**src/design/ntsp_pkg.sv**
```systemverilog
// ----------------------------------------------------------------------------
// ntsp_pkg
// Shared types, codes and sizes of the note-triggered sample player.
// ----------------------------------------------------------------------------
package ntsp_pkg;

  // Sizes
  localparam int VOICES       = 4;
  localparam int SAMPLE_DEPTH = 65536;  // power of two
  localparam int SAMPLE_BITS  = 16;

  localparam int SETUP_REGS = 4;
  localparam int CFG_IDX_W  = $clog2(SETUP_REGS);
  localparam int SETUP_W    = 46;
  localparam int ADDR_W     = $clog2(SAMPLE_DEPTH);
  localparam int VIDX_W     = (VOICES > 1) ? $clog2(VOICES) : 1;
  localparam int POS_W      = 16;
  localparam int LEN_W      = 17;
  localparam int SMP_W      = 16;
  localparam int WORD_W     = 2 * SMP_W;
  localparam int OUT_W      = 19;
  localparam int ACC_W      = OUT_W + 1;
  localparam int MASK_W     = 4;
  localparam int MASK_VOICES = (VOICES < MASK_W) ? VOICES : MASK_W;
  localparam int QDEPTH     = 2;

  localparam logic [LEN_W-1:0] LEN_MAX = LEN_W'(65536);

  // Keep only the top SAMPLE_BITS bits of a stored sample
  localparam logic [SMP_W-1:0] SAMPLE_MASK =
    (SAMPLE_BITS >= SMP_W) ? {SMP_W{1'b1}} : SMP_W'({SMP_W{1'b1}} << (SMP_W - SAMPLE_BITS));

  localparam logic signed [ACC_W-1:0] OUT_MAX = ACC_W'((1 << (OUT_W - 1)) - 1);
  localparam logic signed [ACC_W-1:0] OUT_MIN = -ACC_W'(1 << (OUT_W - 1));

  // Input operation codes
  typedef enum logic [1:0] {
    OP_TICK  = 2'd0,
    OP_NOTE  = 2'd1,
    OP_WRITE = 2'd2
  } op_e;

  // Note event codes
  typedef enum logic [1:0] {
    NOTE_OFF   = 2'd0,
    NOTE_ON    = 2'd1,
    NOTE_OTHER = 2'd2
  } note_ev_e;

  // Command kinds handed from front to back
  typedef enum logic [1:0] {
    CMD_TICK,
    CMD_NOTE,
    CMD_WRITE
  } cmd_kind_e;

  // Sequencer states of the back end
  typedef enum logic [2:0] {
    ST_IDLE,
    ST_TICK,
    ST_MOD,
    ST_DRAIN,
    ST_EMIT
  } back_state_e;

  // Packed voice setup: enable at bit 0, length at the top
  typedef struct packed {
    logic [LEN_W-1:0] length;
    logic [15:0]      start;
    logic [6:0]       note;
    logic [3:0]       channel;
    logic             rpt;
    logic             enable;
  } setup_t;

  typedef struct packed {
    cmd_kind_e                kind;
    logic                     note_on;
    logic [VOICES-1:0]        match;
    logic [15:0]              addr;
    logic [WORD_W-1:0]        word;
    logic signed [SMP_W-1:0]  left;
    logic signed [SMP_W-1:0]  right;
  } cmd_t;

endpackage

```
**src/design/ntsp_if.sv**
```systemverilog
// ----------------------------------------------------------------------------
// ntsp_if
// Valid/ready channels carrying input requests and mixed output samples.
// ----------------------------------------------------------------------------
interface ntsp_in_if;
  logic               valid;
  logic               ready;
  logic [1:0]         operation;
  logic signed [15:0] in_left;
  logic signed [15:0] in_right;
  logic [3:0]         midi_channel;
  logic [6:0]         note_number;
  logic [1:0]         note_event;
  logic [15:0]        mem_address;
  logic signed [15:0] mem_left;
  logic signed [15:0] mem_right;

  modport source (
    output valid, operation, in_left, in_right, midi_channel, note_number,
           note_event, mem_address, mem_left, mem_right,
    input  ready
  );
  modport sink (
    input  valid, operation, in_left, in_right, midi_channel, note_number,
           note_event, mem_address, mem_left, mem_right,
    output ready
  );
endinterface


```
**src/design/ntsp_front.sv**
```systemverilog
// ----------------------------------------------------------------------------
// ntsp_front
// Accept input requests, drop the ones with no effect, decode the rest.
// ----------------------------------------------------------------------------
module ntsp_front (
  ntsp_in_if.sink                           in_i,
  input  ntsp_pkg::setup_t [ntsp_pkg::VOICES-1:0] setup_i,
  output logic                              push_valid_o,
  output ntsp_pkg::cmd_t                    push_cmd_o,
  input  logic                              push_ready_i
);

  logic keep;

  assign in_i.ready = push_ready_i;

  always_comb begin
    keep                = 1'b0;
    push_cmd_o.kind     = ntsp_pkg::CMD_TICK;
    push_cmd_o.note_on  = (in_i.note_event == ntsp_pkg::NOTE_ON);
    push_cmd_o.addr     = in_i.mem_address;
    push_cmd_o.word     = {in_i.mem_right & ntsp_pkg::SAMPLE_MASK,
                           in_i.mem_left & ntsp_pkg::SAMPLE_MASK};
    push_cmd_o.left     = in_i.in_left;
    push_cmd_o.right    = in_i.in_right;
    for (int v = 0; v < ntsp_pkg::VOICES; v++) begin
      push_cmd_o.match[v] = setup_i[v].enable &&
                            (setup_i[v].channel == in_i.midi_channel) &&
                            (setup_i[v].note == in_i.note_number);
    end
    case (in_i.operation)
      ntsp_pkg::OP_TICK: begin
        keep = 1'b1;
        push_cmd_o.kind = ntsp_pkg::CMD_TICK;
      end
      ntsp_pkg::OP_NOTE: begin
        // other message kinds fall through with no effect
        keep = (in_i.note_event == ntsp_pkg::NOTE_OFF) ||
               (in_i.note_event == ntsp_pkg::NOTE_ON);
        push_cmd_o.kind = ntsp_pkg::CMD_NOTE;
      end
      ntsp_pkg::OP_WRITE: begin
        keep = 1'b1;
        push_cmd_o.kind = ntsp_pkg::CMD_WRITE;
      end
      default: keep = 1'b0;
    endcase
  end

  assign push_valid_o = in_i.valid && keep;

endmodule

```
**src/flat_wrapper.sv**
```systemverilog
// flat-port wrapper written by rule: the top's interface ports become plain ports
module ntsp_front_flat 
  (setup_i, push_valid_o, push_cmd_o, push_ready_i, in_i_valid, in_i_operation, in_i_in_left, in_i_in_right, in_i_midi_channel, in_i_note_number, in_i_note_event, in_i_mem_address, in_i_mem_left, in_i_mem_right, in_i_ready);
  ntsp_in_if in_i_i ();
  input  ntsp_pkg::setup_t [ntsp_pkg::VOICES-1:0] setup_i;
  output logic push_valid_o;
  output ntsp_pkg::cmd_t push_cmd_o;
  input  logic push_ready_i;
  input wire logic [$bits(in_i_i.valid)-1:0] in_i_valid;
  input wire logic [$bits(in_i_i.operation)-1:0] in_i_operation;
  input wire logic [$bits(in_i_i.in_left)-1:0] in_i_in_left;
  input wire logic [$bits(in_i_i.in_right)-1:0] in_i_in_right;
  input wire logic [$bits(in_i_i.midi_channel)-1:0] in_i_midi_channel;
  input wire logic [$bits(in_i_i.note_number)-1:0] in_i_note_number;
  input wire logic [$bits(in_i_i.note_event)-1:0] in_i_note_event;
  input wire logic [$bits(in_i_i.mem_address)-1:0] in_i_mem_address;
  input wire logic [$bits(in_i_i.mem_left)-1:0] in_i_mem_left;
  input wire logic [$bits(in_i_i.mem_right)-1:0] in_i_mem_right;
  output wire logic [$bits(in_i_i.ready)-1:0] in_i_ready;
  assign in_i_i.valid = in_i_valid;
  assign in_i_i.operation = in_i_operation;
  assign in_i_i.in_left = in_i_in_left;
  assign in_i_i.in_right = in_i_in_right;
  assign in_i_i.midi_channel = in_i_midi_channel;
  assign in_i_i.note_number = in_i_note_number;
  assign in_i_i.note_event = in_i_note_event;
  assign in_i_i.mem_address = in_i_mem_address;
  assign in_i_i.mem_left = in_i_mem_left;
  assign in_i_i.mem_right = in_i_mem_right;
  assign in_i_ready = in_i_i.ready;
  ntsp_front u_core (.in_i(in_i_i), .setup_i(setup_i), .push_valid_o(push_valid_o), .push_cmd_o(push_cmd_o), .push_ready_i(push_ready_i));
endmodule
```
**config.mk**
```make
export PLATFORM = sky130hd
export DESIGN_NAME = ntsp_front_flat
export DESIGN_NICKNAME = d
export VERILOG_FILES = /design/src/design/ntsp_pkg.sv /design/src/design/ntsp_if.sv /design/src/design/ntsp_front.sv /design/src/flat_wrapper.sv
export SDC_FILE = /design/constraint.sdc
export NUM_CORES = 1
export LEC_CHECK = 0
export ABC_AREA = 1
export BUFFER_PORTS_ARGS = -buffer_cell sky130_fd_sc_hd__buf_2
export CORE_AREA = 8 8 136 138
export DETAILED_ROUTE_END_ITERATION = 8
export DIE_AREA = 0 0 144 146
export PLACE_DENSITY = 0.47
export SYNTH_ARGS = -nofsm -noshare
export SYNTH_HDL_FRONTEND = slang
export SYNTH_SLANG_ARGS = --single-unit
```
**constraint.sdc**
```tcl
create_clock -name vclk -period 0.8
set_clock_uncertainty 0.1 [all_clocks]
set_input_delay 0 -clock vclk [all_inputs]
set_output_delay 0 -clock vclk [all_outputs]
set_load 0.01 [all_outputs]
```
==> results.md, run 1 <==
- Status: finished, violations left
- Failing checks: setup timing
- Area after DPL: around 1500 µm²
- Ys Warns: 0
- Max capacitance violation total: 0
- DRT Wirelength: approximately 8200 µm
- ANT nets after route: 0
- Area growth from synthesis to layout: 71.9%
- CP Max Fanout: 5
- Post-CTS setup buffers: 0
- Die height: roughly 150 µm
- Data required time at the worst endpoint: about 700 ps
- DR iter-0 viols: 23
- Router iterations before antenna repair: 3
- Setup crit start kind: primary input
- Pre-CTS setup slack: -218 ps
- First-pass GRT wire length: 11,300 µm
- Final hold slack: 152 ps
- Worst slew margin: 0.874
- Worst Hold Class: in2out
- Average routed wire per standard cell: roughly 14 µm
- Total global routing track utilization: 0.0705
- Peak VDD IR: slightly below 0.00008 V
- Antenna violations before repair: 13
- CP Capture Point: push_cmd_o[80]
- Leakage: between 1 and 1.5 nW
- Post-synth cell types: 14
- Via count: ~1,700
- Final WS setup: -86.8 ps
- Non-Filler Instances: between 500 and 600
- Post-route DRC: 0
- HPWL after DPL: 5870 µm
- Layout cells sized above 1: 0.291
- Most frequent cells in the layout: 85 x nand2_1, 81 x dlygate4sd3_1, 59 x buf_2
- Post-route core utilization: 0.153
- Vias per inst: 2.98
- Net count after synthesis: around 560
- Top cells by area, synth: buf_4 42%, nand2_1 23%, inv_1 12%
- # fillers: 1,884
- Final GP Congestion: between 0.7 and 0.8
- Area leader, netlist: buf_4
- Synth Cell Area: 1450 µm²
- Core ar.: between 15,000 and 20,000 µm²
- Worst Tran Pin Value: approximately 190 ps
- Seq_cells: 0
- Num rows: 47
- Sequential cell area fraction in the yosys report: 0
- Total gr overflow: 0
- Number of global-route vias before repair: about 2,000
- Synth top area share: 0.423
- Final instance area: 2500 µm²
- RSZ-0062 raised after global routing: yes
- Worst endpoint data arrival time: 790 ps
- Crit path capture type: output port
- Final Hold Vio Count: 0
- Max Transition Viols Final: 0
- Dpl cells: 496
- Final setup vio count: 4
- Setup Crit Path Kind: in2out
- Syn Area/Cell: ~5.2 µm²
- Ports: 370
- Initial core utilization: 0.0893
- Most common cell after layout, fill and taps aside: nand2_1
- Fmax: about 1100 MHz
- Multi-input logic area: approximately 700 µm²
- I/O Buffers: 72
- CP startpoint: in_i_midi_channel[1]
- Post-Synthesis Cells: 280
- Fin crit period: around 900 ps
- Largest net degree at the start of global routing: 7
- DIE WIDTH: ~140 µm
- Die Area: about 21,000 µm²
- Clock buffer count: 0
- Pwr Density: ~470 nW/µm²
- Layout Nets: 640
- Tcrit/Tclk final: 1.11
- FF/Latch Area: 0 µm²
[cell usage after synthesis (all sizes together)]
library cell	n
xor2	6
clkinv	4
clkbuf	1
nor2	22
buf	82
nand2	90
inv	54
o21a	1
o21ai	4
nand3	6
xnor2	8
o22ai	2
[how the worst min path moves through the flow]
stage                  startpoint        endpoint  slack, ps  cells past startpoint
6_report       in_i_note_event[1]  push_cmd_o[84]        150                      3
5_1_grt        in_i_note_event[1]  push_cmd_o[84]        170                      3
4_1_cts         in_i_operation[0]  push_cmd_o[86]        150                      3
3_5_place_dp     in_i_in_right[0]   push_cmd_o[0]       -100                      0
3_3_place_gp     in_i_in_right[0]   push_cmd_o[0]       -100                      0
2_1_floorplan  in_i_note_event[1]  push_cmd_o[84]        -50                      1
[layout make-up]
type               count  share of cell area
diodes                 4             0.00401
inverters             58              0.0881
multi-input cells    139               0.280
well taps            220               0.110
repair buffers       160               0.518
[power by group]
group,internal [mW],switching [mW]
sequential,0,0
clock,0.000000669,0
combinational,0.618,0.547
[cells by family (layout without fill, tap and decap cells)]
| family | after synthesis | in the layout | share of synthesized area |
|---|---|---|---|
| AND/OR/NAND/NOR | 118 | 118 | 0.312 |
| buffers and inverters | 141 | 218 | 0.577 |
| XOR/XNOR | 14 | 14 | 0.0843 |
| AO/OA/AOI/OAI | 7 | 7 | 0.0275 |
| other | 0 | 4 | 0 |
[repair_timing]
item                                    4_1_cts  5_1_grt
hold buffers                                 81        0
resized for setup                            27       16
endpoints found under the setup margin        4        4
endpoints found under the hold margin        81        0
pin swaps                                    17        8
[stage by stage]
stage	total power, mW	setup TNS [ps]
finish	1.16	-319
global placement	0.613	-774
floorplan	0.720	0
global route	1.28	-778
CTS	1.16	-527
detailed placement	0.615	-760
[layer usage]
metal / part of all wire / vias up / track usage
li1: - / 879 / -
met1: 0.31 / 703 / 0.0598
met2: 0.52 / 112 / 0.138
met3: 0.15 / 18 / 0.0456
met4: 0.0033 / 18 / 0.00368
met5: 0.014 / - / 0
[critical path, stage by stage]
cell	delay (ps)
buf_4	120
inv_2	50
nand2_1	50
nand3_1	110
nor2_2	160
nand2_1	100
nor2_2	70
buf_2	130
Power figures use the tool's default switching activity.
==> inputs of run 2 (changes only) <==
--- a/config.mk
+++ b/config.mk
@@ -11,6 +11,7 @@
 export DETAILED_ROUTE_END_ITERATION = 8
 export DIE_AREA = 0 0 144 146
 export PLACE_DENSITY = 0.47
+export SETUP_SLACK_MARGIN = 0.15
 export SYNTH_ARGS = -nofsm -noshare
 export SYNTH_HDL_FRONTEND = slang
 export SYNTH_SLANG_ARGS = --single-unit
==> run 2 against run 1 <==
The run still ends with setup timing left; via count down 3.0%; count of clock-buffer cells in the layout unchanged; hold slack worse by 38 ps; critical path type unchanged; critical endpoint is now push_cmd_o[82]; largest cell class unchanged; highest routed layer unchanged.
==> results.md, run 2 (synthesized netlist as in run 1, its figures left out) <==
- Setup crit start kind: primary input
- Most frequent cells in the layout: 85 x nand2_1, 81 x dlymetal6s4s_1, 66 x buf_2
- Antenna violations before repair: 5
- RSZ-0062 raised after global routing: yes
- Num rows: 47
- Final setup vio count: 4
- Max capacitance violation total: 0
- Fin crit period: between 900 and 1000 ps
- Initial core utilization: 0.0893
- Layout cells sized above 1: 0.292
- Layout Nets: roughly 640
- Fmax: 1060 MHz
- I/O Buffers: just over 70
- Total global routing track utilization: 0.0703
- Worst endpoint data arrival time: between 800 and 900 ps
- Final Hold Vio Count: 0
- Seq_cells: 0
- CP cell instances: buf_8 > clkinvlp_4 > buf_4 > o22ai_1 > nor2_1 > nand2_1 > nor2_2 > buf_6
- CP Capture Point: push_cmd_o[82]
- Die Area: 21,000 µm²
- Failing checks: setup timing
- CP Max Fanout: 6
- Ports: 370
- Final GP Congestion: 0.722
- Worst slew margin: 0.849
- DIE WIDTH: ~140 µm
- Max Transition Viols Final: 0
- First-pass GRT wire length: about 11,000 µm
- Router iterations before antenna repair: 3
- Crit path capture type: output port
- Peak VDD IR: around 0.00018 V
- DR iter-0 viols: 25
- Post-route DRC: 0
- Worst stage delay on the critical path: ~180 ps
- Most common cell after layout, fill and taps aside: nand2_1
- Clock buffer count: 0
- Leakage: ~2.0 nW
- ANT nets after route: 0
- Status: finished, violations left
- Worst Tran Pin Value: approximately 220 ps
- Worst-path cell with the longest stage delay: buf_4
- Total gr overflow: 0
- Die height: about 150 µm
- Overall Power: 1.20 mW
- DRT Wirelength: ~8300 µm
- Data required time at the worst endpoint: 700 ps
- FF/Latch Area: 0 µm²
- HPWL after DPL: around 5800 µm
- Core ar.: ~16,000 µm²
- CP startpoint: in_i_note_number[0]
- Via count: between 1,500 and 2,000
- Pwr Density: 459 nW/µm²
- Final hold slack: 113 ps
- Tcrit/Tclk final: 1.18
- Average routed wire per standard cell: ~14 µm
- Number of global-route vias before repair: around 1,900
- Largest net degree at the start of global routing: 7
- Worst Hold Class: in2out
- Area growth from synthesis to layout: 80.1%
- Vias per inst: about 2.9
- Setup Crit Path Kind: in2out
- Final WS setup: -146 ps
## run 2: worst min path at each step
stage,depth (start not counted),slack (ps),end,from
after floorplan,1,-50,push_cmd_o[84],in_i_note_event[1]
after global placement,0,-100,in_i_ready,push_ready_i
after detailed placement,0,-100,in_i_ready,push_ready_i
after CTS,3,150,push_cmd_o[86],in_i_operation[0]
after global routing,1,120,push_cmd_o[78],in_i_mem_address[14]
final,1,110,push_cmd_o[70],in_i_mem_address[6]
## run 2: cell type report
cell class                      instances  area (µm²)
Tap cell                              220         275
Timing Repair Buffer                  159        1450
Antenna cell                            1        2.50
Inverter                               58         221
Fill cell                            1885       13700
Multi-Input combinational cell        139         671
## run 2: worst max-delay path: cells and delay by family
kind / cells / cell delay (ps)
AOI/OAI and AO/OA: 1 / 120
buffers and inverters: 4 / 540
and+or+nand+nor: 3 / 190
## run 2: report_power, final
part	internal (mW)	switching, mW	leakage (nW)
Clock	0.000000168	0	0.00000634
Combinational	0.644	0.559	2.01
Sequential	0	0	0
## run 2: repair_timing
action | in CTS | in global routing
pin swaps | 7 | 7
hold endpoints to repair | 81 | 0
cloned | 0 | 0
setup endpoints to repair | 4 | 85
resized for setup | 16 | 89
hold buffers | 81 | 0
setup buffers | 1 | 1
## run 2: metal layers
layer,global-route usage,share of wire,vias up
li1,-,-,871
met1,0.0734,0.37,677
met2,0.138,0.52,114
met3,0.0220,0.096,8
met4,0.00421,0.00073,8
met5,0,0.0059,-
## run 2: through the flow
step	worst slack (ps)	TNS, ps	instances	utilization	cell area, µm²
finish	-146	-524	577	0.161	2620
global placement	-238	-918	493	0.0934	1520
global route	-249	-903	577	0.161	2620
floorplan	135	0	280	-	1490
detailed placement	-239	-901	493	0.0934	1520
CTS	-198	-703	575	0.146	2380
