--- config.mk ---
export PLATFORM = sky130hd
export DESIGN_NAME = ntsp_queue
export DESIGN_NICKNAME = d
export VERILOG_FILES = /design/src/design/ntsp_pkg.sv /design/src/design/ntsp_queue.sv
export SDC_FILE = /design/constraint.sdc
export NUM_CORES = 1
export LEC_CHECK = 0
export ABC_CLOCK_PERIOD_IN_PS = 5700
export BUFFER_PORTS_ARGS = -buffer_cell sky130_fd_sc_hd__buf_4
export CORE_UTILIZATION = 40
export CTS_CLUSTER_DIAMETER = 80
export DETAILED_ROUTE_END_ITERATION = 10
export PLACE_DENSITY = 0.61
export SLEW_MARGIN = 20
export SYNTH_ARGS = -nofsm -noshare
export SYNTH_HDL_FRONTEND = slang
export SYNTH_SLANG_ARGS = --single-unit
export TNS_END_PERCENT = 30
--- constraint.sdc ---
create_clock -name clk_i -period 5.7 [get_ports clk_i]
set_input_delay 1.14 -clock clk_i [delete_from_list [all_inputs] [get_ports clk_i]]
set_output_delay 1.14 -clock clk_i [all_outputs]
set_load 0.01 [all_outputs]
--- src/design/ntsp_pkg.sv ---
// ----------------------------------------------------------------------------
// ntsp_pkg
// Shared types, codes and sizes of the note-triggered sample player.
// ----------------------------------------------------------------------------
package ntsp_pkg;

  // Sizes
  localparam int VOICES       = 4;
  localparam int SAMPLE_DEPTH = 65536;  // power of two
  localparam int SAMPLE_BITS  = 16;

  localparam int SETUP_REGS = 4;
  localparam int CFG_IDX_W  = $clog2(SETUP_REGS);
  localparam int SETUP_W    = 46;
  localparam int ADDR_W     = $clog2(SAMPLE_DEPTH);
  localparam int VIDX_W     = (VOICES > 1) ? $clog2(VOICES) : 1;
  localparam int POS_W      = 16;
  localparam int LEN_W      = 17;
  localparam int SMP_W      = 16;
  localparam int WORD_W     = 2 * SMP_W;
  localparam int OUT_W      = 19;
  localparam int ACC_W      = OUT_W + 1;
  localparam int MASK_W     = 4;
  localparam int MASK_VOICES = (VOICES < MASK_W) ? VOICES : MASK_W;
  localparam int QDEPTH     = 2;

  localparam logic [LEN_W-1:0] LEN_MAX = LEN_W'(65536);

  // Keep only the top SAMPLE_BITS bits of a stored sample
  localparam logic [SMP_W-1:0] SAMPLE_MASK =
    (SAMPLE_BITS >= SMP_W) ? {SMP_W{1'b1}} : SMP_W'({SMP_W{1'b1}} << (SMP_W - SAMPLE_BITS));

  localparam logic signed [ACC_W-1:0] OUT_MAX = ACC_W'((1 << (OUT_W - 1)) - 1);
  localparam logic signed [ACC_W-1:0] OUT_MIN = -ACC_W'(1 << (OUT_W - 1));

  // Input operation codes
  typedef enum logic [1:0] {
    OP_TICK  = 2'd0,
    OP_NOTE  = 2'd1,
    OP_WRITE = 2'd2
  } op_e;

  // Note event codes
  typedef enum logic [1:0] {
    NOTE_OFF   = 2'd0,
    NOTE_ON    = 2'd1,
    NOTE_OTHER = 2'd2
  } note_ev_e;

  // Command kinds handed from front to back
  typedef enum logic [1:0] {
    CMD_TICK,
    CMD_NOTE,
    CMD_WRITE
  } cmd_kind_e;

  // Sequencer states of the back end
  typedef enum logic [2:0] {
    ST_IDLE,
    ST_TICK,
    ST_MOD,
    ST_DRAIN,
    ST_EMIT
  } back_state_e;

  // Packed voice setup: enable at bit 0, length at the top
  typedef struct packed {
    logic [LEN_W-1:0] length;
    logic [15:0]      start;
    logic [6:0]       note;
    logic [3:0]       channel;
    logic             rpt;
    logic             enable;
  } setup_t;

  typedef struct packed {
    cmd_kind_e                kind;
    logic                     note_on;
    logic [VOICES-1:0]        match;
    logic [15:0]              addr;
    logic [WORD_W-1:0]        word;
    logic signed [SMP_W-1:0]  left;
    logic signed [SMP_W-1:0]  right;
  } cmd_t;

endpackage

--- src/design/ntsp_queue.sv ---
// ----------------------------------------------------------------------------
// ntsp_queue
// Short command queue between the front and the back.
// ----------------------------------------------------------------------------
module ntsp_queue (
  input  logic           clk_i,
  input  logic           rst_ni,
  input  logic           push_valid_i,
  input  ntsp_pkg::cmd_t push_cmd_i,
  output logic           push_ready_o,
  output logic           pop_valid_o,
  output ntsp_pkg::cmd_t pop_cmd_o,
  input  logic           pop_ready_i
);

  localparam int PTR_W = (ntsp_pkg::QDEPTH > 1) ? $clog2(ntsp_pkg::QDEPTH) : 1;
  localparam int CNT_W = $clog2(ntsp_pkg::QDEPTH + 1);

  ntsp_pkg::cmd_t   slot_q [ntsp_pkg::QDEPTH];
  logic [PTR_W-1:0] wr_q, wr_d, rd_q, rd_d;
  logic [CNT_W-1:0] cnt_q, cnt_d;
  logic             push, pop;

  assign push_ready_o = (cnt_q != CNT_W'(ntsp_pkg::QDEPTH));
  assign pop_valid_o  = (cnt_q != '0);
  assign pop_cmd_o    = slot_q[rd_q];
  assign push         = push_valid_i && push_ready_o;
  assign pop          = pop_valid_o && pop_ready_i;

  always_comb begin
    wr_d  = wr_q;
    rd_d  = rd_q;
    cnt_d = cnt_q;
    if (push) begin
      wr_d = (wr_q == PTR_W'(ntsp_pkg::QDEPTH - 1)) ? '0 : wr_q + PTR_W'(1);
    end
    if (pop) begin
      rd_d = (rd_q == PTR_W'(ntsp_pkg::QDEPTH - 1)) ? '0 : rd_q + PTR_W'(1);
    end
    if (push && !pop) begin
      cnt_d = cnt_q + CNT_W'(1);
    end else if (pop && !push) begin
      cnt_d = cnt_q - CNT_W'(1);
    end
  end

  always_ff @(posedge clk_i or negedge rst_ni) begin
    if (!rst_ni) begin
      wr_q  <= '0;
      rd_q  <= '0;
      cnt_q <= '0;
    end else begin
      wr_q  <= wr_d;
      rd_q  <= rd_d;
      cnt_q <= cnt_d;
    end
  end

  always_ff @(posedge clk_i) begin
    if (push) begin
      slot_q[wr_q] <= push_cmd_i;
    end
  end

endmodule

==> metrics, run 1 <==
CTS root buf=clkbuf_16; Max clock buf depth=2; xor-xnor portion of the synthesized cell area=0.006687; FF-to-FF End=slot_q[0][50]; Synth cell types=15; die width=130.0 um; post-cts sizing count=0; sequential cell area fraction in the yosys report=0.8131; switching share of power=0.2764; Max VDD drop=0.0003537 V; Gate power share=0.302; most common cell in the netlist=edfxtp_1; fin crit share=0.6375; largest net degree at the start of global routing=75; register area=0.005329 mm^2; final slew viol count=0; Synth area leader=edfxtp_1; Critical Path RT=4560 ps; Iter 0 DRT Violations=138; post-synth top area share=0.7979; critical path launch point type=flop; CP endpoint kind=output pin; largest family of logic cells by synthesized area=multiplexers; Crit Path Class=reg -> out; LEAKAGE=3.273 nW; wire length per cell=16.99 um; Total Routed Length=12050 um; top post-synthesis cells by count=edfxtp_1 (174), mux2_2 (67), mux2_4 (20); Power Density=505.5 mW/mm^2; Post-CTS Setup Bufs=0; syn_nets=381; setup TNS=0 ps; first-pass GRT wire length=17440 um; final-stage net count=572; syn avg cell area=22.66 um^2; Worst Clk Skew=5.004 ps; I/O pins=180; max_cap viols=0; final hold vios=0; Cell Rows=46; DR DRC count=0; diodes inserted=0; simple-gate share of the synthesized area=0.005159; status=complete, no violations; Hold Path Class=in -> async; fraction of layout cells with a size suffix above 1=0.6045; switching power=0.001213 W; Initial DRT Pass Iterations=4; mux cell area share after synthesis=0.1611; die span in y=130.0 um; worst flop-to-flop path startpoint=cnt_q[0]; yosys warns=0; vias per cell=4.636; core area=0.01594 mm^2; Initial Util=0.4108; DPL Wire Length=7761 um; commonest register cell after synthesis=edfxtp_1; CTS Sinks=178; Crit Path Max Fanout=68; Pwr Total=0.004388 W; adder-cell share of the synthesized area=0.001911; sequential share of power=0.449; all-layer global routing usage=0.1436; total CTS buffers=17; grt total ovfl=0; CTS H-tree depth=4; R2R setup slack=3320 ps; Synth async-reset ratio=0.02247; initial antenna violation count=0; Area Overhead vs Synth=32.54%; via count=3287; full die area=0.01689 mm^2; Worst-Margin Slew=1041 ps; RSZ-0062 raised after global routing=false; CTS Hold Bufs=0; post-synthesis cell count=289; Seq cells post-synth=178; synthesized area=0.006549 mm^2; Post-synth EDFFs=174; Routed Antenna Nets=0; Pint=0.003175 W; # port buffers=179; Max Freq=275.2 MHz; Min Clock Period, post-route=3634 ps; clock latency on the worst-skew pair=420 ps; Slew headroom=0.3059; vias in the first global route=3404; power share of the clock group=0.249; Synth area leaders=edfxtp_1 (80%), mux2_2 (12%), mux2_4 (4.6%), dfrtp_1 (1.5%), buf_6 (0.69%); area of the multi-input gates=0.001157 mm^2; clock-pin slew on the worst setup and hold paths=60 ps; crit path DAT=2490 ps; Final Wtd Congestion=0.7318; Worst Reg2Reg Path Length in Cells=4; Filler cells=1264; clock tree from TritonCTS=built; Final setup viols=0; Synth Area in Compound Gates=0
## registers in the layout, summed over array words and instances, names as in the netlist
| signal | flops |
|---|---|
| wr_q | 1 |
| rd_q | 1 |
| slot_q | 174 |
| cnt_q | 2 |
## worst max-delay path by stage
stage | start | to
finish | rd_q | pop_cmd_o[11]
global route | rd_q | pop_cmd_o[11]
CTS | rd_q | pop_cmd_o[81]
detailed placement | rd_q | pop_cmd_o[81]
global placement | rd_q | pop_cmd_o[76]
floorplan | push_valid_i | slot_q[0][0]
## worst max-delay path, cell delays in order (launching register included)
cell and delay, ps:
dfrtp_4 1100, buf_4 430, mux2_2 390, buf_4 150
## cells in the final DEF (no fill, tap or decap), types with 2 or more instances in the layout
| cell | Yosys | layout |
|---|---|---|
| bufinv_16 | 0 | 2 |
| clkinv_1 | 0 | 4 |
| edfxtp_1 | 174 | 174 |
| clkinv_2 | 0 | 2 |
| clkinvlp_4 | 0 | 3 |
| xnor2_1 | 3 | 3 |
| nand2_1 | 2 | 2 |
| mux2_4 | 20 | 20 |
| dfrtp_1 | 4 | 3 |
| mux2_2 | 67 | 67 |
| xor2_1 | 2 | 2 |
| buf_4 | 0 | 182 |
| clkbuf_16 | 0 | 17 |
| clkbuf_1 | 0 | 3 |
## layer usage
metal / global-route usage / part of all wire / vias up
met3: 0.05330 / 0.071 / 17
li1: - / - / 1519
met5: 0 / 0 / -
met2: 0.2353 / 0.49 / 124
met1: 0.1713 / 0.43 / 1627
met4: 0.05951 / 0.015 / 0
## per-stage QoR
stage | setup slack (ps) | util | cells | instance area, um^2 | hold WS [ps]
2_1_floorplan | 309.9 | - | 289 | 6549 | 455.9
3_3_place_gp | 2476 | 0.5097 | 677 | 8127 | 475.4
3_5_place_dp | 2437 | 0.5097 | 677 | 8127 | 480.1
4_1_cts | 1972 | 0.5444 | 709 | 8680 | 486.6
5_1_grt | 1917 | 0.5444 | 709 | 8680 | 487.1
6_report | 2066 | 0.5444 | 709 | 8680 | 498.0
## power groups by stage
| stage | logic, W | clock network, W | registers, W |
|---|---|---|---|
| after floorplan | 0.000851 | 0 | 0.00190 |
| after global placement | 0.00134 | 0 | 0.00199 |
| after detailed placement | 0.00135 | 0 | 0.00201 |
| after CTS | 0.00135 | 0.00112 | 0.00198 |
| after global routing | 0.00142 | 0.00117 | 0.00201 |
| final | 0.00133 | 0.00109 | 0.00197 |
## kinds of logic (layout without fill, tap and decap cells)
group / Yosys count / count (layout)
flops: 178 / 178
mux: 87 / 87
buf+inv: 11 / 215
simple gates: 7 / 7
xor+xnor: 5 / 5
fa+ha+maj: 1 / 1
## area by class of cell
| class | instances | share of cell area |
|---|---|---|
| Sequential cell | 178 | 0.6140 |
| Tap cell | 216 | 0.03114 |
| Inverter | 1 | 0.0004325 |
| Clock inverter | 12 | 0.01341 |
| Timing Repair Buffer | 182 | 0.1574 |
| Clock buffer | 20 | 0.05031 |
| Multi-Input combinational cell | 100 | 0.1333 |
Power figures use the tool's default switching activity.
==> run 2, diff against run 1 <==
ABC_CLOCK_PERIOD_IN_PS = 3200   (was 5700)
PLACE_DENSITY = 0.63   (was 0.61)
clock period = 3.2 ns   (was 5.7 ns; I/O delays follow)
==> run 2 against run 1 <==
Via count increased by 0.52%. Critical path depth unchanged. Design area increased by 1.6%. Global-route usage increased by 0.27 points. Cell count increased by 0.71%. Largest cell class unchanged. Hold slack got worse by 100 ps. Highest routed layer unchanged. Combinational power increased by 92%. Sequential share of layout area decreased by 0.98 points. Clock power increased by 89%. Largest power group unchanged. Sequential cell count unchanged.
==> metrics, run 2 (same netlist as run 1, synthesis figures left out) <==
status=complete, no violations (unchanged); vias per cell=4.627 (was 4.636); Initial DRT Pass Iterations=4 (unchanged); vias in the first global route=3448 (was 3404); core area=0.01594 mm^2 (unchanged); LEAKAGE=3.341 nW (was 3.273 nW); # port buffers=179 (unchanged); Routed Antenna Nets=0 (unchanged); Most flops, register=slot_q (unchanged); Inst Count DP=681 (was 677); clock latency on the worst-skew pair=420 ps (about the same); CTS H-tree depth=4 (unchanged); critical path launch point type=flop (unchanged); Critical Path RT=2560 ps (was 4560 ps); full die area=0.01689 mm^2 (unchanged); Power Density=907.4 mW/mm^2 (was 505.5 mW/mm^2); CP endpoint kind=output pin (unchanged); CTS root buf=clkbuf_16 (unchanged); Crit Path Class=reg -> out (unchanged); final slew viol count=0 (unchanged); post-cts sizing count=0 (unchanged); most frequent cells in the layout=buf_4 (182), edfxtp_1 (174), mux2_2 (67), mux2_4 (20), clkbuf_16 (17) (unchanged); via count=3304 (was 3287); DPL Wire Length=8073 um (was 7761 um); Max clock buf depth=2 (unchanged); Worst-Margin Slew=531.5 ps (was 1041 ps); max_cap viols=0 (unchanged); Crit Path Max Fanout=29 (was 68); Largest regs=slot_q (174), cnt_q (2) (unchanged); initial antenna violation count=0 (unchanged); die width=130.0 um (unchanged); setup TNS=0 ps (unchanged); Hold Path Class=in -> reg (was in -> async); Cell Rows=46 (unchanged); fin crit share=0.8292; die span in y=130.0 um (unchanged); Max Freq=376.9 MHz; Min Clock Period, post-route=2654 ps; Final Wtd Congestion=0.7088 (was 0.7318); crit path DAT=2010 ps (was 2490 ps); Non-Filler Instances=714 (was 709); grt total ovfl=0 (unchanged); Initial Util=0.4108 (unchanged); I/O pins=180 (unchanged); Filler cells=1269 (was 1264); max FFs per register=174 (unchanged); wire length per cell=16.63 um (was 16.99 um); Worst Clk Skew=13.01 ps (was 5.004 ps); first-pass GRT wire length=17810 um (was 17440 um); final hold vios=0 (unchanged); diodes inserted=0 (unchanged); commonest non-fill, non-tap cell in the layout=buf_4 (unchanged); Area Overhead vs Synth=34.68% (was 32.54%); final-stage net count=577 (was 572); Post-CTS Setup Bufs=0 (unchanged); Max VDD drop=0.0004457 V (was 0.0003537 V); Total Routed Length=11870 um (was 12050 um); Iter 0 DRT Violations=142 (was 138); largest net degree at the start of global routing=44 (was 75); clock tree from TritonCTS=built (unchanged); fraction of layout cells with a size suffix above 1=0.6165 (was 0.6045); Final setup viols=0 (unchanged); all-layer global routing usage=0.1462 (was 0.1436); Slew headroom=0.6449 (was 0.3059); CTS Sinks=178 (unchanged); clock-pin slew on the worst setup and hold paths=70 ps (was 60 ps); RSZ-0062 raised after global routing=false (unchanged); DR DRC count=0 (unchanged); total CTS buffers=17 (unchanged)
run 2: worst paths after layout:
path	endpoint	depth (start not counted)	startpoint	slack, ps
max	pop_cmd_o[8]	3	rd_q	550
min	slot_q[1][33]	1	push_cmd_i[33]	400
max reg2reg	slot_q[0][66]	4	cnt_q[0]	1340
min reg2reg	cnt_q[1]	1	cnt_q[1]	520
max in group asynchronous	rd_q	2	rst_ni	2520
min in group asynchronous	cnt_q[0]	2	rst_ni	560
run 2: what timing repair did:
item,in CTS,in global routing
endpoints found under the setup margin,0,0
hold buffers,1,0
hold endpoints to repair,4,0
run 2: worst max-delay path, cell delays in order, from the launching register on:
cell and delay (ps):
dfrtp_4 720, buf_4 340, mux2_2 380, buf_4 150
run 2: power breakdown:
part	internal, W	leakage, nW	total [W]	switching, W
combinational	0.00139	1.39	0.00255	0.00116
clock	0.00125	0.288	0.00206	0.000809
sequential	0.00319	1.66	0.00339	0.000206
run 2: cell type report:
type / count / area (um^2) / share of cell area
flip-flops and latches: 178 / 5329 / 0.6042
multi-input cells: 100 / 1157 / 0.1312
clock inverters: 8 / 101.3 / 0.01149
repair buffers: 187 / 1456 / 0.1651
clock buffers: 24 / 501.7 / 0.05689
inverters: 1 / 3.754 / 0.0004256
well taps: 216 / 270.3 / 0.03064
run 2: layer usage:
layer	routed length [um]	vias up	GRT usage	part of all wire
met4	166	0	0.05951	0.014
met2	6071	122	0.2457	0.51
met3	914	16	0.06150	0.077
li1	-	1534	-	-
met5	0	-	0	0
met1	4719	1632	0.1648	0.40
run 2: stage by stage:
step                hold slack, ps    util  total power [W]  area, um^2  setup slack, ps
floorplan                    344.4       -         0.004872        6556            43.15
global placement             437.5  0.5148         0.005998        8207            965.9
finish                       397.5  0.5532         0.008003        8820            546.4
global route                 373.7  0.5532         0.008401        8820            426.6
detailed placement           441.4  0.5148         0.006053        8207            947.6
CTS                          377.6  0.5532         0.008130        8820            492.5
==> run 3, diff against run 2 <==
ABC_CLOCK_PERIOD_IN_PS = 2230   (was 3200)
clock period = 2.23 ns   (was 3.2 ns; I/O delays follow)
==> run 3 against run 2 <==
Total power grew 45%. Largest cell class unchanged. Critical path depth unchanged. Core utilization rose by 0.47 points. Register-to-register slack got worse by 750 ps. Die area unchanged. First-iteration DRC count is 3.5% lower. Largest power group unchanged. Sequential share of layout area decreased by 0.51 points. Combinational power up 53%. Routed wire length down 0.28%. Non-clock buffer count stayed put.
==> metrics, run 3 (same netlist as run 1, synthesis figures left out) <==
final hold vios=0 (unchanged); Total Routed Length=11840 um (was 11870 um); status=complete, no violations (unchanged); hold path start=push_cmd_i[4] (was push_cmd_i[33]); Place WS=432.2 ps (was 947.6 ps); final slew viol count=0 (unchanged); Crit Path Max Fanout=46 (was 29); Post-CTS Setup Bufs=0 (unchanged); CTS Sinks=178 (unchanged); Worst path max stage delay=510 ps (was 720 ps); Crit Path Class=reg -> out (unchanged); all-layer global routing usage=0.1430 (was 0.1462); Hold Path Class=in -> reg (unchanged); Most flops, register=slot_q (unchanged); Initial Util=0.4108 (unchanged); final-stage net count=577 (unchanged); grt total ovfl=0 (unchanged); Worst-Margin Slew=399.2 ps (was 531.5 ps); max_cap viols=0 (unchanged); Final Wtd Congestion=0.6569 (was 0.7088); Max Freq=450.9 MHz; LEAKAGE=3.374 nW (was 3.341 nW); hold endpoint=slot_q[0][4] (was slot_q[1][33]); clock-pin slew on the worst setup and hold paths=60 ps (was 70 ps); Inst Count DP=681 (unchanged); CP endpoint kind=output pin (unchanged); DPL Wire Length=7829 um (was 8073 um); initial antenna violation count=0 (unchanged); Routed Antenna Nets=0 (unchanged); # port buffers=179 (unchanged); CTS H-tree depth=4 (unchanged); Max VDD drop=0.0006715 V (was 0.0004457 V); die width=130.0 um (unchanged); I/O pins=180 (unchanged); Initial DRT Pass Iterations=4 (unchanged); Worst Path Buf+Inv=2 (unchanged); critical path, cell by cell=buf_16 -> mux2_2 -> buf_4 (was buf_4 -> mux2_2 -> buf_4); Non-Filler Instances=713 (was 714); vias per cell=4.614 (was 4.627); Max clock buf depth=2 (unchanged); die span in y=130.0 um (unchanged); Area Overhead vs Synth=35.82% (was 34.68%); full die area=0.01689 mm^2 (unchanged); slowest stage cell, crit path=dfrtp_4 (unchanged); most frequent cells in the layout=edfxtp_1 (174), buf_4 (164), mux2_2 (65), mux2_4 (22) (was buf_4 (182), edfxtp_1 (174), mux2_2 (67), mux2_4 (20), clkbuf_16 (17)); fraction of layout cells with a size suffix above 1=0.6097 (was 0.6165); Worst Clk Skew=7.713 ps (was 13.01 ps); wire length per cell=16.60 um (was 16.63 um); max FFs per register=174 (unchanged); FF-to-FF End=slot_q[1][82] (was slot_q[0][66]); RSZ-0062 raised after global routing=true (was false); diodes inserted=0 (unchanged); Iter 0 DRT Violations=137 (was 142); fin crit share=0.9945; Slew headroom=0.7339 (was 0.6449); crit path DAT=1770 ps (was 2010 ps); worst flop-to-flop path startpoint=cnt_q[0] (unchanged); Filler cells=1272 (was 1269); via count=3290 (was 3304); total CTS buffers=17 (unchanged); R2R setup slack=590 ps (was 1340 ps); Power Density=1302 mW/mm^2 (was 907.4 mW/mm^2); WHS Path Cells=1 (unchanged); post-layout worst setup margin=12.33 ps (was 546.4 ps); critical path launch point type=flop (unchanged); CTS root buf=clkbuf_16 (unchanged); Cell Rows=46 (unchanged); Min Clock Period, post-route=2218 ps; clock tree from TritonCTS=built (unchanged); first-pass GRT wire length=17560 um (was 17810 um); commonest non-fill, non-tap cell in the layout=edfxtp_1 (was buf_4); DR DRC count=0 (unchanged); vias in the first global route=3431 (was 3448); largest net degree at the start of global routing=67 (was 44); clock latency on the worst-skew pair=410 ps (was 420 ps); Largest regs=slot_q (174), cnt_q (2) (unchanged); core area=0.01594 mm^2 (unchanged); Worst Reg2Reg Path Length in Cells=3 (was 4); Final setup viols=0 (unchanged); Crit path max-delay family=flip-flops (unchanged); Critical Path RT=1780 ps (was 2560 ps)
run 3: changes by cell type in the layout (fill, tap and decap cells not counted), sizes merged:
cell,before,now
bufinv,2,3
clkbuf,24,19
clkinv,3,7
clkinvlp,3,1
inv,1,2
run 3: timing repair:
item                                    CTS  global route
hold buffers                              1             0
gates resized for setup                   2            18
endpoints found under the hold margin     4             0
gates cloned                              0             0
endpoints found under the setup margin   19            58
run 3: per-stage QoR:
step                hold WS (ps)  utilization  area, um^2  power [W]  setup TNS, ps
floorplan                  150.4            -        6573   0.006993          -8790
global placement           246.8       0.5165        8234   0.008639              0
detailed placement         246.8       0.5165        8234   0.008705              0
CTS                        191.9       0.5537        8827    0.01163         -91.73
global route               186.5       0.5579        8895    0.01215          -1128
finish                     211.2       0.5579        8895    0.01158              0
run 3: layer usage:
layer	vias up	routed length, um	GRT usage
li1	1532	-	-
met1	1627	5099	0.1746
met2	120	5737	0.2277
met3	11	868	0.05289
met4	0	132	0.06361
met5	-	0	0
run 3: report_power, final:
| part | leakage [nW] | total [W] | internal (W) | switching (W) |
|---|---|---|---|---|
| clock network | 0.275 | 0.00289 | 0.00174 | 0.00115 |
| logic | 1.44 | 0.00389 | 0.00213 | 0.00176 |
| registers | 1.66 | 0.00480 | 0.00458 | 0.000224 |
| total | 3.37 | 0.0116 | 0.00845 | 0.00314 |
run 3: worst max-delay path by stage:
stage / start / end / slack (ps) / depth (start not counted)
3_5_place_dp: rd_q / pop_cmd_o[5] / 430 / 3
6_report: rd_q / pop_cmd_o[30] / 10 / 3
3_3_place_gp: rd_q / pop_cmd_o[30] / 460 / 3
4_1_cts: rd_q / pop_cmd_o[68] / -20 / 3
5_1_grt: rd_q / pop_cmd_o[30] / -70 / 3
2_1_floorplan: cnt_q[0] / slot_q[0][0] / -100 / 3
run 3: worst register-to-register path: cells and delay by family (launching register included):
kind,cells,cell delay [ps]
simple gates,2,600
flops,1,410
buf+inv,1,320
run 3: cell type report:
class | count | area [um^2] | area share
Clock buffer | 19 | 432.9 | 0.04867
Tap cell | 216 | 270.3 | 0.03038
Inverter | 1 | 3.754 | 0.0004220
Multi-Input combinational cell | 100 | 1180 | 0.1326
Clock inverter | 12 | 138.9 | 0.01561
Timing Repair Buffer | 187 | 1540 | 0.1732
Sequential cell | 178 | 5329 | 0.5991
